`config.mk`:
```
export PLATFORM = sky130hd
export DESIGN_NAME = spectral_flux_onset_locator
export DESIGN_NICKNAME = d
export VERILOG_FILES = /design/src/sv/sfol_pkg.sv /design/src/sv/sfol_ram.sv /design/src/sv/sfol_ctrl.sv /design/src/sv/sfol_dp.sv /design/src/sv/spectral_flux_onset_locator.sv
export VERILOG_INCLUDE_DIRS = /design/src /design/src/sv
export SDC_FILE = /design/constraint.sdc
export NUM_CORES = 2
export LEC_CHECK = 0
export BUFFER_PORTS_ARGS = -buffer_cell sky130_fd_sc_hd__buf_2
export CORE_MARGIN = 2
export CORE_UTILIZATION = 58
export CTS_CLUSTER_SIZE = 10
export DETAILED_ROUTE_END_ITERATION = 12
export GPL_TIMING_DRIVEN = 0
export MAX_ROUTING_LAYER = met4
export PLACE_DENSITY = 0.89
export SYNTH_ARGS = -nofsm -noshare
export SYNTH_HDL_FRONTEND = slang
export SYNTH_HIERARCHICAL = 1
export SYNTH_SLANG_ARGS = --single-unit
```
`constraint.sdc`:
```
create_clock -name clk -period 7.3 [get_ports clk]
set_input_delay 1.46 -clock clk [delete_from_list [all_inputs] [get_ports clk]]
set_output_delay 1.46 -clock clk [all_outputs]
set_load 0.005 [all_outputs]
```
`src/sv/spectral_flux_onset_locator_macros.svh`:
```
// ----------------------------------------------------------------------------
// spectral_flux_onset_locator_macros
// Assertion shorthands shared by the onset locator. Each expects clk and
// rst_n in scope.
// ----------------------------------------------------------------------------
`ifndef SPECTRAL_FLUX_ONSET_LOCATOR_MACROS_SVH
`define SPECTRAL_FLUX_ONSET_LOCATOR_MACROS_SVH

// consequent checked in the same cycle as the antecedent
`define SFOL_ASSERT_SAME(label, ante, cons, msg) \
  label: assert property (@(posedge clk) disable iff (!rst_n) (ante) |-> (cons)) \
    else $error(msg);

// consequent checked in the cycle after the antecedent
`define SFOL_ASSERT_NEXT(label, ante, cons, msg) \
  label: assert property (@(posedge clk) disable iff (!rst_n) (ante) |=> (cons)) \
    else $error(msg);

`endif

```
`src/sv/sfol_pkg.sv`:
```
`timescale 1ns / 1ps
// ----------------------------------------------------------------------------
// sfol_pkg
// Types, register indexes and helpers of the spectral-flux onset locator.
// ----------------------------------------------------------------------------
package sfol_pkg;

  localparam int SAMPLE_BITS = 16;
  localparam int SUM_W       = 22;
  localparam int ORIGIN_W    = 6;
  localparam int THR_W       = 8;
  localparam int MW_W        = 7;
  localparam int CFG_IDX_W   = 2;
  localparam int CFG_DATA_W  = 8;
  localparam int PREV10_W    = SUM_W + 4;
  localparam int RHS_W       = PREV10_W + THR_W;

  localparam logic [SUM_W-1:0] SUM_MAX = {SUM_W{1'b1}};

  localparam logic [CFG_IDX_W-1:0] CFG_THRESHOLD    = 2'd0;
  localparam logic [CFG_IDX_W-1:0] CFG_MATRIX_WIDTH = 2'd1;
  localparam logic [CFG_IDX_W-1:0] CFG_LAST_SCALE   = 2'd2;

  localparam logic [THR_W-1:0] THRESHOLD_RST    = 8'd128;
  localparam logic [MW_W-1:0]  MATRIX_WIDTH_RST = 7'd8;

  typedef struct packed {
    logic [SAMPLE_BITS-1:0] bin_value;
    logic                   last_bin;
  } sfol_in_t;

  typedef struct packed {
    logic                fired;
    logic [ORIGIN_W-1:0] origin_column;
    logic [ORIGIN_W-1:0] origin_row;
    logic [SUM_W-1:0]    energy_rise;
  } sfol_out_t;

  typedef enum logic [2:0] {
    ST_IDLE,
    ST_UPDATE,
    ST_MULT,
    ST_DIV,
    ST_DONE
  } sfol_state_t;

  typedef struct packed {
    logic accept;
    logic update;
    logic mult;
    logic div_step;
    logic finish;
  } sfol_cmd_t;

  typedef struct packed {
    logic last_item;
  } sfol_status_t;

  // x / 100 by reciprocal: 83887 / 2^23 is exact for every 16-bit x
  function automatic logic [SAMPLE_BITS-1:0] div100(input logic [SAMPLE_BITS-1:0] x);
    logic [32:0] prod;
    prod = 33'(x) * 33'(83887);
    return SAMPLE_BITS'(prod[32:23]);
  endfunction

endpackage

```
`src/sv/sfol_ram.sv`:
```
`timescale 1ns / 1ps
// ----------------------------------------------------------------------------
// sfol_ram
// Generic single-port RAM, write-enable, registered read.
// ----------------------------------------------------------------------------
module sfol_ram #(
  parameter int WIDTH = 16,
  parameter int DEPTH = 64
) (
  input  logic                     clk,
  input  logic                     we,
  input  logic [$clog2(DEPTH)-1:0] addr,
  input  logic [WIDTH-1:0]         wdata,
  output logic [WIDTH-1:0]         rdata
);

  logic [WIDTH-1:0] mem_r [DEPTH];
  logic [WIDTH-1:0] rdata_r;

  always_ff @(posedge clk) begin
    if (we) begin
      mem_r[addr] <= wdata;
    end
    rdata_r <= mem_r[addr];
  end

  assign rdata = rdata_r;

endmodule

```
`src/sv/sfol_ctrl.sv`:
```
`timescale 1ns / 1ps
// ----------------------------------------------------------------------------
// sfol_ctrl
// Sequencer: bin read/update, then for a closing bin the threshold multiply,
// the bit-serial grid division and the result load.
// ----------------------------------------------------------------------------
module sfol_ctrl
  import sfol_pkg::*;
#(
  parameter int MAX_BINS = 64
) (
  input  logic         clk,
  input  logic         rst_n,
  input  logic         in_valid,
  output logic         in_stall,
  output logic         out_valid,
  input  logic         out_stall,
  output sfol_cmd_t    cmd,
  input  sfol_status_t st
);

  localparam int BIN_W  = $clog2(MAX_BINS);
  localparam int STEP_W = $clog2(BIN_W + 1);

  sfol_state_t       state_r, state_nxt;
  logic [STEP_W-1:0] step_r, step_nxt;
  logic              out_valid_r, out_valid_nxt;

  always_ff @(posedge clk) begin
    if (!rst_n) begin
      state_r     <= ST_IDLE;
      step_r      <= '0;
      out_valid_r <= 1'b0;
    end else begin
      state_r     <= state_nxt;
      step_r      <= step_nxt;
      out_valid_r <= out_valid_nxt;
    end
  end

  always_comb begin
    state_nxt     = state_r;
    step_nxt      = step_r;
    out_valid_nxt = out_valid_r && out_stall;
    cmd           = '0;
    in_stall      = 1'b1;
    case (state_r)
      ST_IDLE: begin
        in_stall = 1'b0;
        if (in_valid) begin
          cmd.accept = 1'b1;
          state_nxt  = ST_UPDATE;
        end
      end
      ST_UPDATE: begin
        cmd.update = 1'b1;
        state_nxt  = st.last_item ? ST_MULT : ST_IDLE;
      end
      ST_MULT: begin
        cmd.mult  = 1'b1;
        step_nxt  = '0;
        state_nxt = ST_DIV;
      end
      ST_DIV: begin
        cmd.div_step = 1'b1;
        step_nxt     = step_r + STEP_W'(1);
        if (step_r == STEP_W'(BIN_W - 1)) begin
          state_nxt = ST_DONE;
        end
      end
      ST_DONE: begin
        // hold the finished frame until the result slot is free
        if (!out_valid_r || !out_stall) begin
          cmd.finish    = 1'b1;
          out_valid_nxt = 1'b1;
          state_nxt     = ST_IDLE;
        end
      end
      default: begin
        state_nxt = ST_IDLE;
      end
    endcase
  end

  assign out_valid = out_valid_r;

endmodule

```
`src/sv/sfol_dp.sv`:
```
`timescale 1ns / 1ps
// ----------------------------------------------------------------------------
// sfol_dp
// Datapath: previous-frame memory, rise sum and best bin, threshold
// product, restoring divider for the grid split, result register and
// configuration registers.
// ----------------------------------------------------------------------------
module sfol_dp
  import sfol_pkg::*;
#(
  parameter int MAX_BINS = 64
) (
  input  logic                  clk,
  input  logic                  rst_n,
  input  sfol_cmd_t             cmd,
  output sfol_status_t          st,
  input  sfol_in_t              in_data,
  output sfol_out_t             out_data,
  input  logic                  cfg_we,
  input  logic [CFG_IDX_W-1:0]  cfg_index,
  input  logic [CFG_DATA_W-1:0] cfg_data
);

  localparam int BIN_W = $clog2(MAX_BINS);
  localparam int CNT_W = $clog2(MAX_BINS + 1);

  // configuration
  logic [THR_W-1:0] thr_r, thr_nxt;
  logic [MW_W-1:0]  mw_r, mw_nxt;
  logic             scale_r, scale_nxt;

  // frame state
  logic [CNT_W-1:0]       bin_cnt_r, bin_cnt_nxt;
  logic [CNT_W-1:0]       fill_r, fill_nxt;
  logic [SUM_W-1:0]       sum_r, sum_nxt;
  logic [SUM_W-1:0]       prev_sum_r, prev_sum_nxt;
  logic [SAMPLE_BITS-1:0] best_rise_r, best_rise_nxt;
  logic [BIN_W-1:0]       best_bin_r, best_bin_nxt;

  // per-request payload
  logic [SAMPLE_BITS-1:0] raw_r, raw_nxt;
  logic [SAMPLE_BITS-1:0] cur_r, cur_nxt;
  logic                   last_r, last_nxt;
  logic                   in_range_r, in_range_nxt;

  // frame close
  logic [RHS_W-1:0] rhs_r, rhs_nxt;
  logic [BIN_W-1:0] quo_r, quo_nxt;
  logic [MW_W-1:0]  rem_r, rem_nxt;
  sfol_out_t        out_r, out_nxt;

  logic [SAMPLE_BITS-1:0] ram_rdata;
  logic [SAMPLE_BITS-1:0] prev_val;
  logic [SAMPLE_BITS-1:0] rise;
  logic [SUM_W:0]         sum_ext;
  logic                   ram_we;
  logic [PREV10_W-1:0]    prev10;
  logic [MW_W-1:0]        w_eff;
  logic [MW_W:0]          trial;
  logic [MW_W:0]          trial_diff;
  logic                   trial_ge;
  logic [BIN_W:0]         quo_shift;
  logic                   fire;

  assign ram_we = cmd.update && in_range_r;

  sfol_ram #(
    .WIDTH (SAMPLE_BITS),
    .DEPTH (MAX_BINS)
  ) u_prev_frame (
    .clk   (clk),
    .we    (ram_we),
    .addr  (bin_cnt_r[BIN_W-1:0]),
    .wdata (raw_r),
    .rdata (ram_rdata)
  );

  // entries are always written in bin order, so those below the fill
  // mark are the written ones; the rest read as the reset zero
  assign prev_val = (bin_cnt_r < fill_r) ? ram_rdata : '0;
  assign rise     = cur_r - prev_val;
  assign sum_ext  = {1'b0, sum_r} + (SUM_W + 1)'(rise);

  assign prev10 = {1'b0, prev_sum_r, 3'b000} + {3'b000, prev_sum_r, 1'b0};

  assign w_eff      = (mw_r == '0) ? MW_W'(1) : mw_r;
  assign trial      = {rem_r, quo_r[BIN_W-1]};
  assign trial_ge   = trial >= {1'b0, w_eff};
  assign trial_diff = trial - {1'b0, w_eff};
  assign quo_shift  = {quo_r, trial_ge};

  assign fire = RHS_W'({sum_r, 8'b0}) > rhs_r;

  always_comb begin
    thr_nxt       = thr_r;
    mw_nxt        = mw_r;
    scale_nxt     = scale_r;
    bin_cnt_nxt   = bin_cnt_r;
    fill_nxt      = fill_r;
    sum_nxt       = sum_r;
    prev_sum_nxt  = prev_sum_r;
    best_rise_nxt = best_rise_r;
    best_bin_nxt  = best_bin_r;
    raw_nxt       = raw_r;
    cur_nxt       = cur_r;
    last_nxt      = last_r;
    in_range_nxt  = in_range_r;
    rhs_nxt       = rhs_r;
    quo_nxt       = quo_r;
    rem_nxt       = rem_r;
    out_nxt       = out_r;

    if (cmd.accept) begin
      raw_nxt      = in_data.bin_value;
      last_nxt     = in_data.last_bin;
      cur_nxt      = (in_data.last_bin && scale_r) ? div100(in_data.bin_value)
                                                   : in_data.bin_value;
      in_range_nxt = bin_cnt_r < CNT_W'(MAX_BINS);
    end

    if (cmd.update && in_range_r) begin
      if (cur_r > prev_val) begin
        if (rise > best_rise_r) begin
          best_rise_nxt = rise;
          best_bin_nxt  = bin_cnt_r[BIN_W-1:0];
        end
        sum_nxt = sum_ext[SUM_W] ? SUM_MAX : sum_ext[SUM_W-1:0];
      end
      bin_cnt_nxt = bin_cnt_r + CNT_W'(1);
      if (bin_cnt_r == fill_r) begin
        fill_nxt = fill_r + CNT_W'(1);
      end
    end

    if (cmd.mult) begin
      rhs_nxt = RHS_W'(prev10) * RHS_W'(thr_r);
      quo_nxt = best_bin_r;
      rem_nxt = '0;
    end

    // one quotient bit per step
    if (cmd.div_step) begin
      rem_nxt = trial_ge ? trial_diff[MW_W-1:0] : trial[MW_W-1:0];
      quo_nxt = quo_shift[BIN_W-1:0];
    end

    if (cmd.finish) begin
      out_nxt.fired         = fire;
      out_nxt.origin_column = fire ? ORIGIN_W'(rem_r) : '0;
      out_nxt.origin_row    = fire ? ORIGIN_W'(quo_r) : '0;
      out_nxt.energy_rise   = sum_r;
      prev_sum_nxt          = sum_r;
      bin_cnt_nxt           = '0;
      sum_nxt               = '0;
      best_rise_nxt         = '0;
      best_bin_nxt          = '0;
    end

    if (cfg_we) begin
      case (cfg_index)
        CFG_THRESHOLD:    thr_nxt   = cfg_data[THR_W-1:0];
        CFG_MATRIX_WIDTH: mw_nxt    = cfg_data[MW_W-1:0];
        CFG_LAST_SCALE:   scale_nxt = cfg_data[0];
        default: ;
      endcase
    end
  end

  always_ff @(posedge clk) begin
    if (!rst_n) begin
      thr_r       <= THRESHOLD_RST;
      mw_r        <= MATRIX_WIDTH_RST;
      scale_r     <= 1'b1;
      bin_cnt_r   <= '0;
      fill_r      <= '0;
      sum_r       <= '0;
      prev_sum_r  <= '0;
      best_rise_r <= '0;
      best_bin_r  <= '0;
    end else begin
      thr_r       <= thr_nxt;
      mw_r        <= mw_nxt;
      scale_r     <= scale_nxt;
      bin_cnt_r   <= bin_cnt_nxt;
      fill_r      <= fill_nxt;
      sum_r       <= sum_nxt;
      prev_sum_r  <= prev_sum_nxt;
      best_rise_r <= best_rise_nxt;
      best_bin_r  <= best_bin_nxt;
    end
  end

  always_ff @(posedge clk) begin
    raw_r      <= raw_nxt;
    cur_r      <= cur_nxt;
    last_r     <= last_nxt;
    in_range_r <= in_range_nxt;
    rhs_r      <= rhs_nxt;
    quo_r      <= quo_nxt;
    rem_r      <= rem_nxt;
    out_r      <= out_nxt;
  end

  assign st.last_item = last_r;
  assign out_data     = out_r;

endmodule

```
`src/sv/spectral_flux_onset_locator.sv`:
```
`timescale 1ns / 1ps
// ----------------------------------------------------------------------------
// spectral_flux_onset_locator
// Spectral-flux onset detector with grid origin of the strongest rising bin.
// ----------------------------------------------------------------------------
// Bins are taken one request at a time. The accept step reads the same
// bin of the previous frame from the single-port frame memory; the update
// step differences, accumulates and writes the raw value back. The bin
// flagged last then runs the threshold multiply, one division step per
// quotient bit of the row/column division, and the load of the result
// register, which waits while the previous result has not yet been taken.
// A result may wait on the output while the next frame streams in.
// The frame memory needs no clearing pass after reset; unwritten bins
// read as zero. Configuration writes are always ready and are meant for
// idle periods.
// ----------------------------------------------------------------------------
`include "spectral_flux_onset_locator_macros.svh"

module spectral_flux_onset_locator
  import sfol_pkg::*;
#(
  parameter int MAX_BINS = 64
) (
  input  logic                  clk,
  input  logic                  rst_n,
  input  logic                  in_valid,
  output logic                  in_stall,
  input  sfol_in_t              in_data,
  output logic                  out_valid,
  input  logic                  out_stall,
  output sfol_out_t             out_data,
  input  logic                  cfg_valid,
  output logic                  cfg_ready,
  input  logic [CFG_IDX_W-1:0]  cfg_index,
  input  logic [CFG_DATA_W-1:0] cfg_data
);

  sfol_cmd_t    cmd;
  sfol_status_t st;

  assign cfg_ready = 1'b1;

  sfol_ctrl #(
    .MAX_BINS (MAX_BINS)
  ) u_ctrl (
    .clk       (clk),
    .rst_n     (rst_n),
    .in_valid  (in_valid),
    .in_stall  (in_stall),
    .out_valid (out_valid),
    .out_stall (out_stall),
    .cmd       (cmd),
    .st        (st)
  );

  sfol_dp #(
    .MAX_BINS (MAX_BINS)
  ) u_dp (
    .clk       (clk),
    .rst_n     (rst_n),
    .cmd       (cmd),
    .st        (st),
    .in_data   (in_data),
    .out_data  (out_data),
    .cfg_we    (cfg_valid && cfg_ready),
    .cfg_index (cfg_index),
    .cfg_data  (cfg_data)
  );

  // a request always needs the update cycle behind it
  `SFOL_ASSERT_NEXT(a_accept_then_busy, in_valid && !in_stall, in_stall, "request accepted in back-to-back cycles")

  // firing needs a non-zero rise sum
  `SFOL_ASSERT_SAME(a_fire_has_rise, out_valid && out_data.fired, out_data.energy_rise != '0, "fired with zero rise")

  // no origin unless fired
  `SFOL_ASSERT_SAME(a_quiet_origin, out_valid && !out_data.fired, out_data.origin_column == '0 && out_data.origin_row == '0, "origin set without fire")

endmodule

```
==> impl_metrics.py <==
metrics = {
    "status": {
        "run_status": "finished, final reports clean",
    },
    "logic_synthesis": {
        "synthCells": 4645,
        "synthArstFlopShare_pct": 0,
        "synth_common_cells": "edfxtp_1, inv_1, ha_1, nor2_1, fa_1",
        "ys_ff_latch": 1258,
        "yosys_warnings": 6,
        "synthAdderAreaFrac_pct": 13.56,
        "ys.flop_type": "edfxtp_1",
        "synthesis.nets": 5211,
        "ys_seq_area_share_pct": 58.51,
        "ys_types": 87,
        "synth.avg_cell_area_um2": 13.46,
        "synth_xor_area_share_pct": 1.247,
        "synth_simple_gate_area_share_pct": 7.374,
        "synth_mux_area_share_pct": 4.188,
        "synth_top_area_share_pct": 54.70,
        "synth_most_common_cell": "edfxtp_1",
        "synth_top_cells_by_area": "edfxtp_1, fa_1, ha_1",
        "synth_top_family_by_area": "adder cells",
        "netlist_area_mm2": 0.06252,
        "synth_compound_area_share_pct": 11.14,
        "synth_edf_count": 1139,
        "synth_top_area_cell": "edfxtp_1",
    },
    "global_routing": {
        "grt_pass1_wl_um": 276500,
        "grt_max_degree": 37,
        "antenna_found_initial": 15,
        "grt_pass1_vias": 43940,
        "grt_remaining_overflow": 0,
        "grt_usage_pct": 34.92,
    },
    "sta": {
        "finalMaxSlewViolations": 0,
        "slew_headroom_pct": 13.80,
        "finalCriticalPeriod_ns": 7.165,
        "skew_ns": 0.05642,
        "hold_violations": 0,
        "setup_slack_ns": 0.1346,
        "final.setup.tns_ns": 0,
        "fmax_mhz": 139.6,
        "post-route-period-util_pct": 98.16,
        "final-setup-viol-count": 0,
        "worstMarginPinSlew_ns": 1.293,
        "holdWs_ns": 0.4782,
    },
    "setup_path": {
        "critical_path_class": "in2reg",
        "cp-start-kind": "input port",
        "required_ns": 7.79,
        "cp_data_arrival_time_ns": 7.66,
        "path_max_fanout": 7,
        "end_kind": "flop",
    },
    "routing": {
        "drcViolationCount": 0,
        "vias_per_cell": 6.828,
        "vias": 43900,
        "ant_nets": 0,
        "drtIter0Drc": 6739,
        "wl_per_cell_um": 29.28,
        "drt_pre_antenna_iters": 8,
        "totalWireLength_um": 188200,
    },
    "cells_and_area": {
        "final_layout_size_suffix_gt1_share_pct": 11.64,
        "nets": 5529,
        "fin_util_pct": 66.30,
        "fillers": 6860,
        "layout.cells.non_filler": 6430,
        "fin_area_mm2": 0.07098,
        "areaGrowthSynthToFinish_pct": 13.52,
    },
    "die": {
        "num_rows": 120,
        "dieArea_mm2": 0.1104,
        "fp.dieH_um": 332.3,
        "die_width_um": 332.3,
        "io_pins": 70,
        "core_area_mm2": 0.1071,
        "initial_utilization_pct": 58.41,
    },
    "cts": {
        "htree_num_levels": 4,
        "cts.sinks": 1258,
        "clock_path_buffers": 3,
        "path_clk_slew_ns": 0.06,
        "clk_latency_ns": 0.79,
        "cts_tree": "done",
        "root_buffer": "clkbuf_16",
        "numCtsBuffers": 146,
    },
    "power_and_ir_drop": {
        "leakagePower_nw": 26.24,
        "ir_worst_vdd_uv": 371.5,
        "power_mw": 18.88,
        "powerDensity_mw_per_mm2": 266.1,
    },
    "placed_design": {
        "post_dp_cell_area_mm2": 0.06630,
        "numPlacedInstances": 6194,
        "pre_cts_slack_ns": -0.8910,
        "portBuffers": 68,
        "dp_hpwl_um": 129000,
        "place_congestion": 1.066,
    },
    "flow_run": {
        "maxCapViolCount": 0,
    },
    "hold_path": {
        "hold_path.class": "reg2reg",
    },
}
## kinds of logic (layout without fill, tap and decap cells)
kind of cell | Yosys count | in the layout
buffers and inverters | 606 | 971
and+or+nand+nor | 920 | 920
other | 1 | 18
DFF | 1258 | 1258
muxes | 251 | 251
adders and majority gates | 534 | 534
xor gates and xnor gates | 89 | 89
AOI/OAI and AO/OA | 986 | 986
## layer usage
| metal | share of wire, % | global-route usage [%] | vias up | wire [um] |
|---|---|---|---|---|
| li1 | - | - | 17890 | - |
| met1 | 33 | 40.31 | 21310 | 61720 |
| met2 | 45 | 52.34 | 3703 | 84990 |
| met3 | 14 | 11.92 | 1004 | 26280 |
| met4 | 8.1 | 22.34 | 0 | 15260 |
| met5 | 0 | - | - | 0 |
## where the power goes
part           internal (mW)  total [mW]  switching (mW)
Clock                   3.72        6.56            2.84
Sequential              7.98        8.07          0.0919
Combinational           1.68        4.26            2.58
## final cells by class
cell class	instances	area [um2]	share of cell area (%)
multi-input combinational	2781	23870	33.63
antenna	17	42.54	0.05994
buffer	228	1081	1.523
clock buffer	176	3797	5.350
sequential	1258	36590	51.55
inverter	378	1419	1.999
clock inverter	19	392.9	0.5535
timing repair buffer	170	2028	2.858
tap	1403	1755	2.473
## cells in the final DEF, fill, tap and decap left out, types with 38 or more instances in the layout
| cell type | instances |
|---|---|
| o22ai_1 | 61 |
| fa_1 | 239 |
| a22oi_1 | 196 |
| buf_2 | 133 |
| nor2b_1 | 88 |
| nand2b_1 | 39 |
| nor2_1 | 194 |
| a21oi_1 | 173 |
| ha_1 | 294 |
| nand2_1 | 202 |
| edfxtp_1 | 1139 |
| clkbuf_16 | 147 |
| inv_1 | 377 |
| nand3_1 | 38 |
| clkbuf_1 | 146 |
| nor2_2 | 59 |
| buf_4 | 46 |
| a31oi_1 | 44 |
| a21o_1 | 51 |
| a221oi_1 | 106 |
| xnor2_1 | 58 |
| nand4_1 | 38 |
| and2_1 | 145 |
| o21ai_0 | 103 |
| mux2i_1 | 220 |
| dfxtp_1 | 116 |
## registers in the layout, summed over array words and instances, names as in the netlist, 3 cells and up
name,flops
u_dp/best_rise_r,16
u_dp/quo_r,6
u_dp/rhs_r,33
u_dp/bin_cnt_r,7
u_dp/cur_r,16
u_dp/u_prev_frame/mem_r,1024
u_dp/mw_r,7
u_dp/thr_r,8
u_dp/prev_sum_r,22
u_dp/raw_r,16
u_dp/sum_r,22
u_dp/u_prev_frame/rdata,16
u_ctrl/state_r,3
u_dp/out_data,35
u_dp/rem_r,7
u_ctrl/step_r,3
u_dp/fill_r,7
u_dp/best_bin_r,6
## timing repair
| action | CTS | global route |
|---|---|---|
| endpoints found under the setup margin | 14 | 46 |
| hold buffers | 0 | 0 |
| buffers inserted | 13 | 11 |
| cloned | 0 | 0 |
| pin swaps | 6 | 8 |
| resized for setup | 19 | 38 |
## path summary, 6_finish.rpt
| check | start | to | slack [ns] | cells after the start |
|---|---|---|---|---|
| setup / recovery | in_data[5] | u_dp/cur_r[9]$_DFFE_PP_ | 0.13 | 19 |
| hold reg to reg | u_dp/best_rise_r[2]$_SDFFE_PP0P_ | u_dp/best_rise_r[2]$_SDFFE_PP0P_ | 0.48 | 2 |
| hold / removal | u_dp/best_rise_r[2]$_SDFFE_PP0P_ | u_dp/best_rise_r[2]$_SDFFE_PP0P_ | 0.48 | 2 |
| setup reg to reg | u_dp/prev_sum_r[2]$_SDFFE_PN0P_ | u_dp/rhs_r[26]$_DFFE_PP_ | 0.23 | 28 |
## critical path, stage by stage
cell and delay, ns:
buf_2 0.20, fa_1 0.64, inv_1 0.11, fa_1 0.56, fa_1 0.46, fa_1 0.51
inv_1 0.07, fa_1 0.52, fa_1 0.50, ha_1 0.35, and3_1 0.23, a221o_1 0.39
a21oi_1 0.27, a311oi_2 0.23, o311ai_4 0.37, nor3_1 0.13, or3_1 0.38, xnor2_1 0.16
o21ai_1 0.10
Power figures use the tool's default switching activity.
